**config.mk**
```make
export PLATFORM = sky130hd
export DESIGN_NAME = srta_cell
export DESIGN_NICKNAME = d
export VERILOG_FILES = /design/src/srta_pkg.sv /design/src/srta_cell.sv
export SDC_FILE = /design/constraint.sdc
export NUM_CORES = 1
export LEC_CHECK = 0
export BUFFER_PORTS_ARGS = -buffer_cell sky130_fd_sc_hd__buf_4
export CELL_PAD_IN_SITES_DETAIL_PLACEMENT = 1
export CELL_PAD_IN_SITES_GLOBAL_PLACEMENT = 1
export CORE_ASPECT_RATIO = 1.4
export CORE_MARGIN = 2
export CORE_UTILIZATION = 38
export DETAILED_ROUTE_END_ITERATION = 16
export PLACE_DENSITY = 0.91
export SETUP_SLACK_MARGIN = 0.2
export SLEW_MARGIN = 20
export SYNTH_ARGS = -nofsm -noshare
export SYNTH_HDL_FRONTEND = slang
export SYNTH_SLANG_ARGS = --single-unit
```
**constraint.sdc**
```tcl
create_clock -name clock -period 2.9 [get_ports clock]
set_input_delay 0.145 -clock clock [delete_from_list [all_inputs] [get_ports clock]]
set_output_delay 0.145 -clock clock [all_outputs]
set_load 0.01 [all_outputs]
```
**src/srta_pkg.sv**
```systemverilog
// Package with shared types and constants for the score rank tier assigner.
package srta_pkg;
   localparam int NUM_EXPERTS_DEF = 64;
   localparam int VALUE_WIDTH_DEF = 32;
   localparam int SCORE_W = 48;
   localparam int IN_W = 32;
   localparam int ID_W = 6;
   localparam int TIER_W = 2;
   localparam int LOCAL_W = 6;
   localparam int CNT_W = 16;
   localparam int SIZE_W = 7;
   localparam int CSR_IDX_W = 2;
   localparam int CSR_DATA_W = 16;
   localparam int TCMP_W = 9;

   localparam logic [CSR_IDX_W-1:0] CSR_VALUES_PER_EXPERT = 2'd0;
   localparam logic [CSR_IDX_W-1:0] CSR_TIER0_SIZE = 2'd1;
   localparam logic [CSR_IDX_W-1:0] CSR_TIER1_SIZE = 2'd2;

   localparam logic [TIER_W-1:0] TIER_TOP = 2'd0;
   localparam logic [TIER_W-1:0] TIER_MID = 2'd1;
   localparam logic [TIER_W-1:0] TIER_LOW = 2'd2;

   // Control word broadcast to every cell of the chain.
   typedef struct packed {
      logic push;    // shift a finished score in from the high end
      logic rotate;  // compare against the circulating score, then rotate
      logic emit;    // shift ranks out toward cell zero
   } cell_ctl_type;
endpackage

```
**src/srta_cell.sv**
```systemverilog
// One chain cell: holds an expert score and id, a circulating copy, and a rank count.
module srta_cell #(
   parameter int RW = 6
) (
   input  logic                           clock,
   input  srta_pkg::cell_ctl_type         ctl,
   input  logic [srta_pkg::SCORE_W-1:0]   score_nb,
   input  logic [RW-1:0]                  id_nb,
   input  logic [srta_pkg::SCORE_W-1:0]   trav_score_nb,
   input  logic [RW-1:0]                  trav_id_nb,
   input  logic [RW-1:0]                  rank_nb,
   output logic [srta_pkg::SCORE_W-1:0]   score,
   output logic [RW-1:0]                  id,
   output logic [srta_pkg::SCORE_W-1:0]   trav_score,
   output logic [RW-1:0]                  trav_id,
   output logic [RW-1:0]                  rank
);
   import srta_pkg::*;

   logic [SCORE_W-1:0] score_ff, trav_score_ff;
   logic [RW-1:0]      id_ff, trav_id_ff, rank_ff;
   logic               beats;

   // The circulating expert outranks this one on a higher score, or on a tie with lower id.
   assign beats = (trav_score_ff > score_ff) ||
                  ((trav_score_ff == score_ff) && (trav_id_ff < id_ff));

   always_ff @(posedge clock) begin
      if (ctl.push) begin
         score_ff      <= score_nb;
         id_ff         <= id_nb;
         trav_score_ff <= score_nb;
         trav_id_ff    <= id_nb;
         rank_ff       <= '0;
      end else if (ctl.rotate) begin
         trav_score_ff <= trav_score_nb;
         trav_id_ff    <= trav_id_nb;
         if (beats) begin
            rank_ff <= rank_ff + 1'b1;
         end
      end else if (ctl.emit) begin
         rank_ff <= rank_nb;
         id_ff   <= id_nb;
      end
   end

   assign score      = score_ff;
   assign id         = id_ff;
   assign trav_score = trav_score_ff;
   assign trav_id    = trav_id_ff;
   assign rank       = rank_ff;
endmodule

```
==> results of run 1 <==
==> flip-flops by register name, indices dropped and copies added (netlist names) <==
| signal | cells |
|---|---|
| trav_score | 48 |
| trav_id | 6 |
| score | 48 |
| rank | 6 |
| id | 6 |
==> critical path: cells and delay by family (launching register included) <==
family,cells,cell delay (ns)
buffers and inverters,2,0.30
adder cells (fa/ha/maj),1,0.33
AND/OR/NAND/NOR,2,0.22
flip-flops,1,0.41
AO/OA/AOI/OAI,5,1.36
==> how the worst max path moves through the flow <==
stage,start,to,cells past startpoint
CTS,score[5],rank[5],11
global placement,trav_score[14],rank[5],10
finish,trav_score[4],rank[3],10
detailed placement,score[14],rank[5],11
global route,score[29],rank[3],10
floorplan,trav_score[14],rank[5],8
==> final cells by class <==
class	count	share of cell area (%)
clock inverter	13	1.78
inverter	61	2.51
antenna	1	0.0274
timing repair buffer	304	26.5
multi-input combinational	227	25.1
clock buffer	17	4.66
tap	189	2.59
sequential	114	36.8
==> metal layers <==
| metal | up-vias | global-route usage, % | share of wire (%) |
|---|---|---|---|
| met1 | 2280 | 23.0 | 34 |
| met4 | 0 | 10.7 | 3.7 |
| met3 | 52 | 6.22 | 5.3 |
| met2 | 188 | 45.5 | 57 |
| met5 | - | 0 | 0 |
| li1 | 2161 | - | - |
==> cells in the final DEF (no fill, tap or decap), types with 3 or more instances in the layout <==
cell type	Yosys	layout
ha_4	0	15
nand3_1	10	10
ha_1	54	39
nor4_2	1	3
a221o_1	3	3
a21oi_1	24	24
bufinv_16	0	3
and4_1	4	4
nand2b_1	4	4
nand2_1	13	13
buf_4	0	248
nor2_1	9	9
a211o_1	3	3
dlygate4sd3_1	0	54
inv_2	0	5
clkbuf_16	0	17
o21ai_0	6	6
a21o_1	4	4
inv_1	61	56
edfxtp_1	108	108
nand4_1	5	5
nor3_1	4	3
clkinvlp_4	0	6
dfxtp_1	6	6
mux2_2	54	54
==> through the flow <==
stage	worst slack [ns]	hold slack, ns	util [%]	area [um2]
after floorplan	0.402	0.244	-	5670
after global placement	0.198	0.329	52.8	7660
after detailed placement	0.0593	0.332	52.8	7660
after CTS	0.205	0.0198	61.7	8950
after global routing	0.0513	0.0247	63.0	9130
final	0.179	0.0312	63.0	9130
==> logic make-up (layout without fill, tap and decap cells) <==
group           Yosys count  count (layout)  synth area share (%)
compound gates           55              55                  6.93
mux                      54              54                  10.7
fa+ha+maj                54              54                  11.9
flops                   114             114                  59.3
simple gates             64              64                  6.44
buf+inv                  71             395                  4.72
other cells               0               1                     0
==> power groups by stage <==
stage	Clock, uW	Combinational [uW]	Sequential, uW
finish	2130	1170	2110
CTS	2150	1100	2100
floorplan	0	366	2180
global route	2220	1260	2120
detailed placement	0	973	2120
global placement	0	925	2110
==> timing repair <==
item	CTS	global route
hold buffers	54	0
pin swaps	5	13
setup buffers	6	6
endpoints found under the hold margin	54	0
endpoints found under the setup margin	2	6
gates resized for setup	11	18
==> flow_summary.yaml, run 1 <==
status:
  status: "finished clean"
finish:
  layout-drive-gt1-share_pct: 50.0
  layout.nets: 897
  syn_to_final_growth_pct: 61.0
  fill_cells: 1452
  fin_cells: 926
  seqCellArea_um2: 3360
  multi_input_area_um2: 2290
logic_synthesis:
  synth_cell_types: 40
  synthFlopType: "edfxtp_1"
  synth_top_area_cell: "edfxtp_1"
  yosysWarnings: 0
  synth.most_common_cell: "edfxtp_1"
  synth_common_cells: "edfxtp_1 (108), inv_1 (61), ha_1 (54), mux2_2 (54), a21oi_1 (24)"
  ys_ff_latch: 114
  syn_avg_cell_area_um2: 13.8
  postSynthCellCount: 412
  synth-edff-count: 108
  synthTopCellsByArea: "edfxtp_1 (57%), ha_1 (12%), mux2_2 (11%)"
  synth_top_area_share_pct: 57.2
  syn-cell-area_um2: 5670
  seq_area_frac_synth_pct: 59.3
  async_flop_share_pct: 0
  synth_nets: 584
job:
  maxCapViolCount: 0
timing:
  rsz0062_at_grt: "true"
  fin_skew_ns: 0.0148
  max_freq_mhz: 367
  max_slew_margin_pct: 54.3
  period_needed_ns: 2.72
  worstMarginPinSlew_ns: 0.686
  slew_violations: 0
  fin_crit_sh_pct: 93.8
  hold_viol_final: 0
  setup_viol: 0
  tns_ns: 0
floorplan:
  start_util_pct: 39.1
  fp.dieH_um: 149
  rows: 52
  ios: 232
  floorplan.die.width_um: 107
  coreArea_um2: 14500
  fp.dieArea_um2: 15900
global_route:
  antenna_found_initial: 1
  grt_max_degree: 49
  grt_pass1_wl_mm: 28.3
  grt_pass1_vias: 5256
  gr-total-overflow: 0
  track_usage_pct: 23.6
route:
  drtIter0Drc: 100
  vias: 4681
  avgRoutedWirePerCell_um: 21.1
  wl_mm: 19.6
  drt-pass1-iter-count: 4
  vias_per_cell: 5.06
  ant_nets: 0
  route.detailed.drc: 0
clock_network:
  cts.sinks: 114
  numCtsBuffers: 17
  clk_latency_ns: 0.42
  clkTransAtPathRegs_ns: 0.07
  htree_levels: 4
  cts_tree: "built"
  clockBufferDepth: 2
  cts-root-buf: "clkbuf_16"
hold_path:
  hold_end: "trav_score[8]"
  hold_class: "input pin to register"
  hold_start: "trav_score_nb[8]"
  worstHoldPathCells: 2
critical_path:
  required_ns: 3.21
  cp_max_fo: 3
  arrival_ns: 3.03
  crit_path_max_incr_delay_ns: 0.41
  cp-end-kind: "register"
  r2r_slack_ns: 0.18
  path_class: "register to register"
  rr_worst_depth: 10
  cp_slowest_cell: "edfxtp_1"
  cp-start-kind: "register"
  timing.rr.start: "trav_score[4]"
  path_cells: "ha_1 > nand4_1 > nor4_2 > buf_4 > a211o_1 > a211o_1 > a221oi_4 > buf_6 > o32ai_1 > a2111oi_4"
  r2r_end: "rank[3]"
  cpMostUsedCell: "a211o_1"
pwr:
  switchingPower_uw: 1440
  sequentialPowerShare_pct: 39.0
  cellInternalPower_uw: 3960
  vdd_ir_drop_max_mv: 0.339
  leakage_uw: 0.00402
  power.total_uw: 5400
  p_comb_share_pct: 21.6
  switching_share_pct: 26.7
  powerDensity_nw_per_um2: 592
  power_frac_clock_pct: 39.4
placed_design:
  place_congestion: 0.802
  placed_cells: 829
  io_buffer_count: 231
  hpwl_mm: 13.1
Note: power is estimated with default switching activity, not from simulation.
==> run 2, diff against run 1 <==
--- a/config.mk
+++ b/config.mk
@@ -5,7 +5,7 @@
 export SDC_FILE = /design/constraint.sdc
 export NUM_CORES = 1
 export LEC_CHECK = 0
-export BUFFER_PORTS_ARGS = -buffer_cell sky130_fd_sc_hd__buf_4
+export BUFFER_PORTS_ARGS = -buffer_cell sky130_fd_sc_hd__buf_2
 export CELL_PAD_IN_SITES_DETAIL_PLACEMENT = 1
 export CELL_PAD_IN_SITES_GLOBAL_PLACEMENT = 1
 export CORE_ASPECT_RATIO = 1.4
==> run 2 against run 1 <==
Via count increased by 0.90%. Core utilization decreased by 4.5 points. Combinational power decreased by 14%. Sequential power about the same. First-iteration DRC count increased by 51%. Fmax up 3.7%. Routed wire length shrank 2.7%. Design area fell by 7.2%. Non-clock buffer count is 2 lower. Critical path type unchanged. Highest routed layer is now met5.
==> flow_summary.yaml, run 2 (synthesis results as in run 1) <==
clock_network:
  clockBufferDepth: 2
  clk_latency_ns: 0.41
  numCtsBuffers: 17
  cts_tree: "built"
  cts-root-buf: "clkbuf_16"
  htree_levels: 4
  cts.sinks: 114
  clkTransAtPathRegs_ns: 0.06
critical_path:
  cp_max_fo: 5
  r2r_end: "rank[5]"
  cp-end-kind: "register"
  timing.rr.start: "trav_score[7]"
  required_ns: 3.20
  cpMostUsedCell: "buf_4"
  cp-start-kind: "register"
  crit_start: "trav_score[7]"
  critPathBufInv: 3
  arrival_ns: 2.92
  path_class: "register to register"
  path_cells: "ha_4 > nand4_1 > buf_4 > buf_4 > buf_4 > nor3_2 > a211o_1 > a221oi_4 > or3_4 > a2111oi_2"
  r2r_slack_ns: 0.27
  crit_family: "compound AO/OA/AOI/OAI gates"
  cp_slowest_cell: "edfxtp_1"
  crit_path_max_incr_delay_ns: 0.47
  rr_worst_depth: 10
job:
  maxCapViolCount: 0
pwr:
  power_frac_clock_pct: 41.1
  vdd_ir_drop_max_mv: 0.301
  leakage_uw: 0.00383
  power.total_uw: 5280
  p_comb_share_pct: 19.1
  cellInternalPower_uw: 3900
  sequentialPowerShare_pct: 39.8
  powerDensity_nw_per_um2: 622
  switching_share_pct: 26.1
  switchingPower_uw: 1380
floorplan:
  floorplan.die.width_um: 107
  ios: 232
  rows: 52
  start_util_pct: 39.1
  coreArea_um2: 14500
  fp.dieArea_um2: 15900
  fp.dieH_um: 149
hold_path:
  hold_class: "input pin to register"
  worstHoldPathCells: 2
  hold_start: "trav_score_nb[45]"
  hold_end: "trav_score[45]"
timing:
  hold_viol_final: 0
  fin_skew_ns: 0.0145
  setup_viol: 0
  fin_crit_sh_pct: 90.5
  rsz0062_at_grt: "true"
  fin_hold_ws_ns: 0.0391
  setup_ws_ns: 0.275
  slew_violations: 0
  max_slew_margin_pct: 41.6
  tns_ns: 0
  worstMarginPinSlew_ns: 0.876
  max_freq_mhz: 381
  period_needed_ns: 2.63
finish:
  fill_cells: 1509
  final_util_pct: 58.4
  final_common_cell: "buf_2"
  final_cell_mix: "buf_2 (230), edfxtp_1 (108), inv_1 (55)"
  seqCellArea_um2: 3360
  layout-drive-gt1-share_pct: 48.8
  layout.nets: 895
  syn_to_final_growth_pct: 49.5
  multi_input_area_um2: 2210
global_route:
  gr-total-overflow: 0
  grt_pass1_wl_mm: 28.9
  grt_max_degree: 69
  track_usage_pct: 24.0
  grt_pass1_vias: 5473
  antenna_found_initial: 4
route:
  drtIter0Drc: 151
  drt-pass1-iter-count: 4
  vias: 4723
  route.detailed.drc: 0
  avgRoutedWirePerCell_um: 20.5
  wl_mm: 19.0
  vias_per_cell: 5.09
  ant_nets: 0
status:
  status: "finished clean"
placed_design:
  hpwl_mm: 13.0
  pre_cts_slack_ns: 0.0497
  io_buffer_count: 231
  place_congestion: 0.770
[run 2: cell types whose count changed in the layout (fill, tap and decap cells not counted), moves of 3 or more]
cell | previous run | this run
clkinv_1 | 0 | 3
ha_4 | 15 | 9
clkinvlp_4 | 6 | 3
buf_2 | 0 | 230
clkbuf_1 | 0 | 3
ha_1 | 39 | 45
buf_4 | 248 | 16
[run 2: routing by layer]
layer  track usage, %  share of wire [%]  up-vias
met5                0              0.037        -
met4             12.6                4.1        2
met3             6.09                5.4       50
met2             46.7                 58      198
met1             22.3                 32     2306
li1                 -                  -     2167
[run 2: repair_timing]
| action | CTS | global route |
|---|---|---|
| hold endpoints to repair | 54 | 0 |
| buffers inserted | 6 | 5 |
| resized for setup | 8 | 20 |
| setup endpoints to repair | 2 | 6 |
| hold buffers | 54 | 0 |
| pin swaps | 3 | 11 |
[run 2: cell type report]
class                           count  area share [%]
Antenna cell                        3          0.0885
Clock buffer                       20            5.15
Clock inverter                     12            1.93
Inverter                           61            2.70
Multi-Input combinational cell    227            26.0
Sequential cell                   114            39.7
Tap cell                          189            2.79
Timing Repair Buffer              302            21.6
[run 2: metrics by stage]
step | instances | cell area [um2]
final | 928 | 8480
after global routing | 927 | 8480
after CTS | 920 | 8330
after detailed placement | 828 | 7070
after global placement | 828 | 7070
after floorplan | 412 | 5670
[run 2: worst max-delay path by stage]
stage / depth (start not counted) / endpoint
floorplan: 8 / rank[5]
global placement: 11 / rank[5]
detailed placement: 11 / rank[5]
CTS: 10 / rank[5]
global route: 10 / rank[3]
finish: 10 / rank[5]
[run 2: worst reg2reg max path, delay by kind of cell, from the launching register on]
| family | cells | cell delay [ns] |
|---|---|---|
| DFF | 1 | 0.47 |
| buffers and inverters | 3 | 0.41 |
| AOI/OAI and AO/OA | 3 | 0.67 |
| adders and majority gates | 1 | 0.32 |
| and+or+nand+nor | 3 | 0.64 |
[run 2: power groups by stage]
| stage | logic (uW) | clock network [uW] | registers [uW] |
|---|---|---|---|
| final | 1010 | 2170 | 2100 |
| after global routing | 1100 | 2270 | 2120 |
| after CTS | 952 | 2190 | 2090 |
| after detailed placement | 847 | 0 | 2120 |
| after global placement | 797 | 0 | 2100 |
| after floorplan | 366 | 0 | 2180 |
==> run 3, diff against run 2 <==
--- a/config.mk
+++ b/config.mk
@@ -6,11 +6,11 @@
 export NUM_CORES = 1
 export LEC_CHECK = 0
 export BUFFER_PORTS_ARGS = -buffer_cell sky130_fd_sc_hd__buf_2
-export CELL_PAD_IN_SITES_DETAIL_PLACEMENT = 1
-export CELL_PAD_IN_SITES_GLOBAL_PLACEMENT = 1
+export CELL_PAD_IN_SITES_DETAIL_PLACEMENT = 2
+export CELL_PAD_IN_SITES_GLOBAL_PLACEMENT = 2
 export CORE_ASPECT_RATIO = 1.4
 export CORE_MARGIN = 2
-export CORE_UTILIZATION = 38
+export CORE_UTILIZATION = 31
 export DETAILED_ROUTE_END_ITERATION = 16
 export PLACE_DENSITY = 0.91
 export SETUP_SLACK_MARGIN = 0.2
==> run 3 against run 2 <==
Register-to-register slack got worse by 0.02 ns. Core utilization fell by 11 points. Total power fell by 1.8%. Routed wire length rose by 12%. Via count fell by 1.0%. Combinational power barely moved.
==> flow_summary.yaml, run 3 (synthesis results as in run 1) <==
critical_path:
  r2r_end: "rank[5]"
  rr_worst_depth: 10
  crit_path_max_incr_delay_ns: 0.43
  timing.rr.start: "score[14]"
  cp-end-kind: "register"
  cp_max_fo: 4
  r2r_slack_ns: 0.25
  required_ns: 3.21
  crit_family: "compound AO/OA/AOI/OAI gates"
  cp-endpoint: "rank[5]"
  critical_path_depth: 10
  critPathBufInv: 2
  cp-start-kind: "register"
  arrival_ns: 2.96
  path_cells: "inv_2 > ha_4 > a21oi_2 > nand2_1 > a221o_1 > a211o_1 > a221oi_4 > buf_6 > o32ai_2 > a2111oi_4"
  cp_slowest_cell: "edfxtp_1"
  path_class: "register to register"
  crit_start: "score[14]"
global_route:
  grtUsageMet2_pct: 42.9
  grt-busiest-layer: "met2"
  met3_usage_pct: 5.73
  use_met1_pct: 19.5
  gr-total-overflow: 0
  grt_pass1_wl_mm: 30.9
  grt_max_degree: 110
  grt_pass1_vias: 5509
  antenna_found_initial: 3
  track_usage_pct: 21.3
timing:
  period_needed_ns: 2.65
  setup_viol: 0
  hold_viol_final: 0
  fin_hold_ws_ns: 0.0354
  worstMarginPinSlew_ns: 0.633
  max_slew_margin_pct: 57.8
  rsz0062_at_grt: "false"
  max_freq_mhz: 378
  fin_skew_ns: 0.0110
  tns_ns: 0
  fin_crit_sh_pct: 91.3
  slew_violations: 0
route:
  ant_nets: 0
  wl_mm: 21.3
  drt-pass1-iter-count: 5
  drtIter0Drc: 192
  route.detailed.drc: 0
  vias_per_cell: 4.79
  avgRoutedWirePerCell_um: 21.8
  vias: 4675
clock_network:
  cts-root-buf: "clkbuf_16"
  cts_tree: "built"
  cts.sinks: 114
  htree_levels: 4
  clockBufferDepth: 2
  clk_latency_ns: 0.41
  numCtsBuffers: 17
  clkTransAtPathRegs_ns: 0.05
pwr:
  powerDensity_nw_per_um2: 608
  power.total_uw: 5180
  leakage_uw: 0.00385
  vdd_ir_drop_max_mv: 0.324
status:
  status: "finished clean"
hold_path:
  hold_class: "input pin to register"
placed_design:
  io_buffer_count: 231
  place_congestion: 0.782
  hpwl_mm: 14.5
  placed_cells: 877
finish:
  final_cell_mix: "buf_2 (230), edfxtp_1 (108), inv_1 (57)"
  layout.nets: 893
  final_common_cell: "buf_2"
  fin_cells: 975
  final_util_pct: 47.6
  syn_to_final_growth_pct: 50.3
  layout-drive-gt1-share_pct: 48.8
  fill_cells: 1786
floorplan:
  fp.dieH_um: 164
  rows: 58
  fp.dieArea_um2: 19400
  coreArea_um2: 17900
  floorplan.die.width_um: 118
  start_util_pct: 31.6
  ios: 232
job:
  maxCapViolCount: 0
==> run 3: worst min path at each step <==
| stage | cells past startpoint | start | slack [ns] | to |
|---|---|---|---|---|
| floorplan | 0 | id_nb[0] | 0.24 | id[0] |
| global placement | 1 | score_nb[46] | 0.33 | score[46] |
| detailed placement | 1 | score_nb[45] | 0.34 | score[45] |
| CTS | 2 | trav_score_nb[4] | 0.02 | trav_score[4] |
| global route | 2 | trav_score_nb[46] | 0.02 | trav_score[46] |
| finish | 2 | trav_score_nb[4] | 0.04 | trav_score[4] |
==> run 3: metal layers <==
metal / up-vias / wire length (um)
met5: - / 24
met4: 4 / 630
met3: 44 / 1030
met2: 162 / 12500
met1: 2301 / 7090
li1: 2164 / -
==> run 3: repair_timing <==
action / 4_1_cts / 5_1_grt
hold buffers: 54 / 0
endpoints found under the setup margin: 2 / 4
endpoints found under the hold margin: 54 / 0
gates cloned: 0 / 0
setup buffers: 3 / 8
pin swaps: 5 / 14
gates resized for setup: 4 / 26
==> run 3: report_power, final <==
group	switching, uW	internal (uW)
Combinational	553	483
Sequential	112	1990
Clock	717	1320
==> run 3: through the flow <==
step                area, um2  setup slack, ns
global route             8520            0.130
floorplan                5670            0.402
detailed placement       7150            0.102
global placement         7150            0.290
finish                   8520            0.253
CTS                      8300            0.201
==> run 3: area by class of cell <==
type / count / area, um2 / share of cell area, %
tap: 240 / 300 / 3.52
sequential: 114 / 3360 / 39.5
inverter: 61 / 229 / 2.69
multi-input combinational: 227 / 2220 / 26.0
antenna: 1 / 2.50 / 0.0294
clock inverter: 7 / 83.8 / 0.983
clock buffer: 25 / 485 / 5.69
timing repair buffer: 300 / 1840 / 21.6
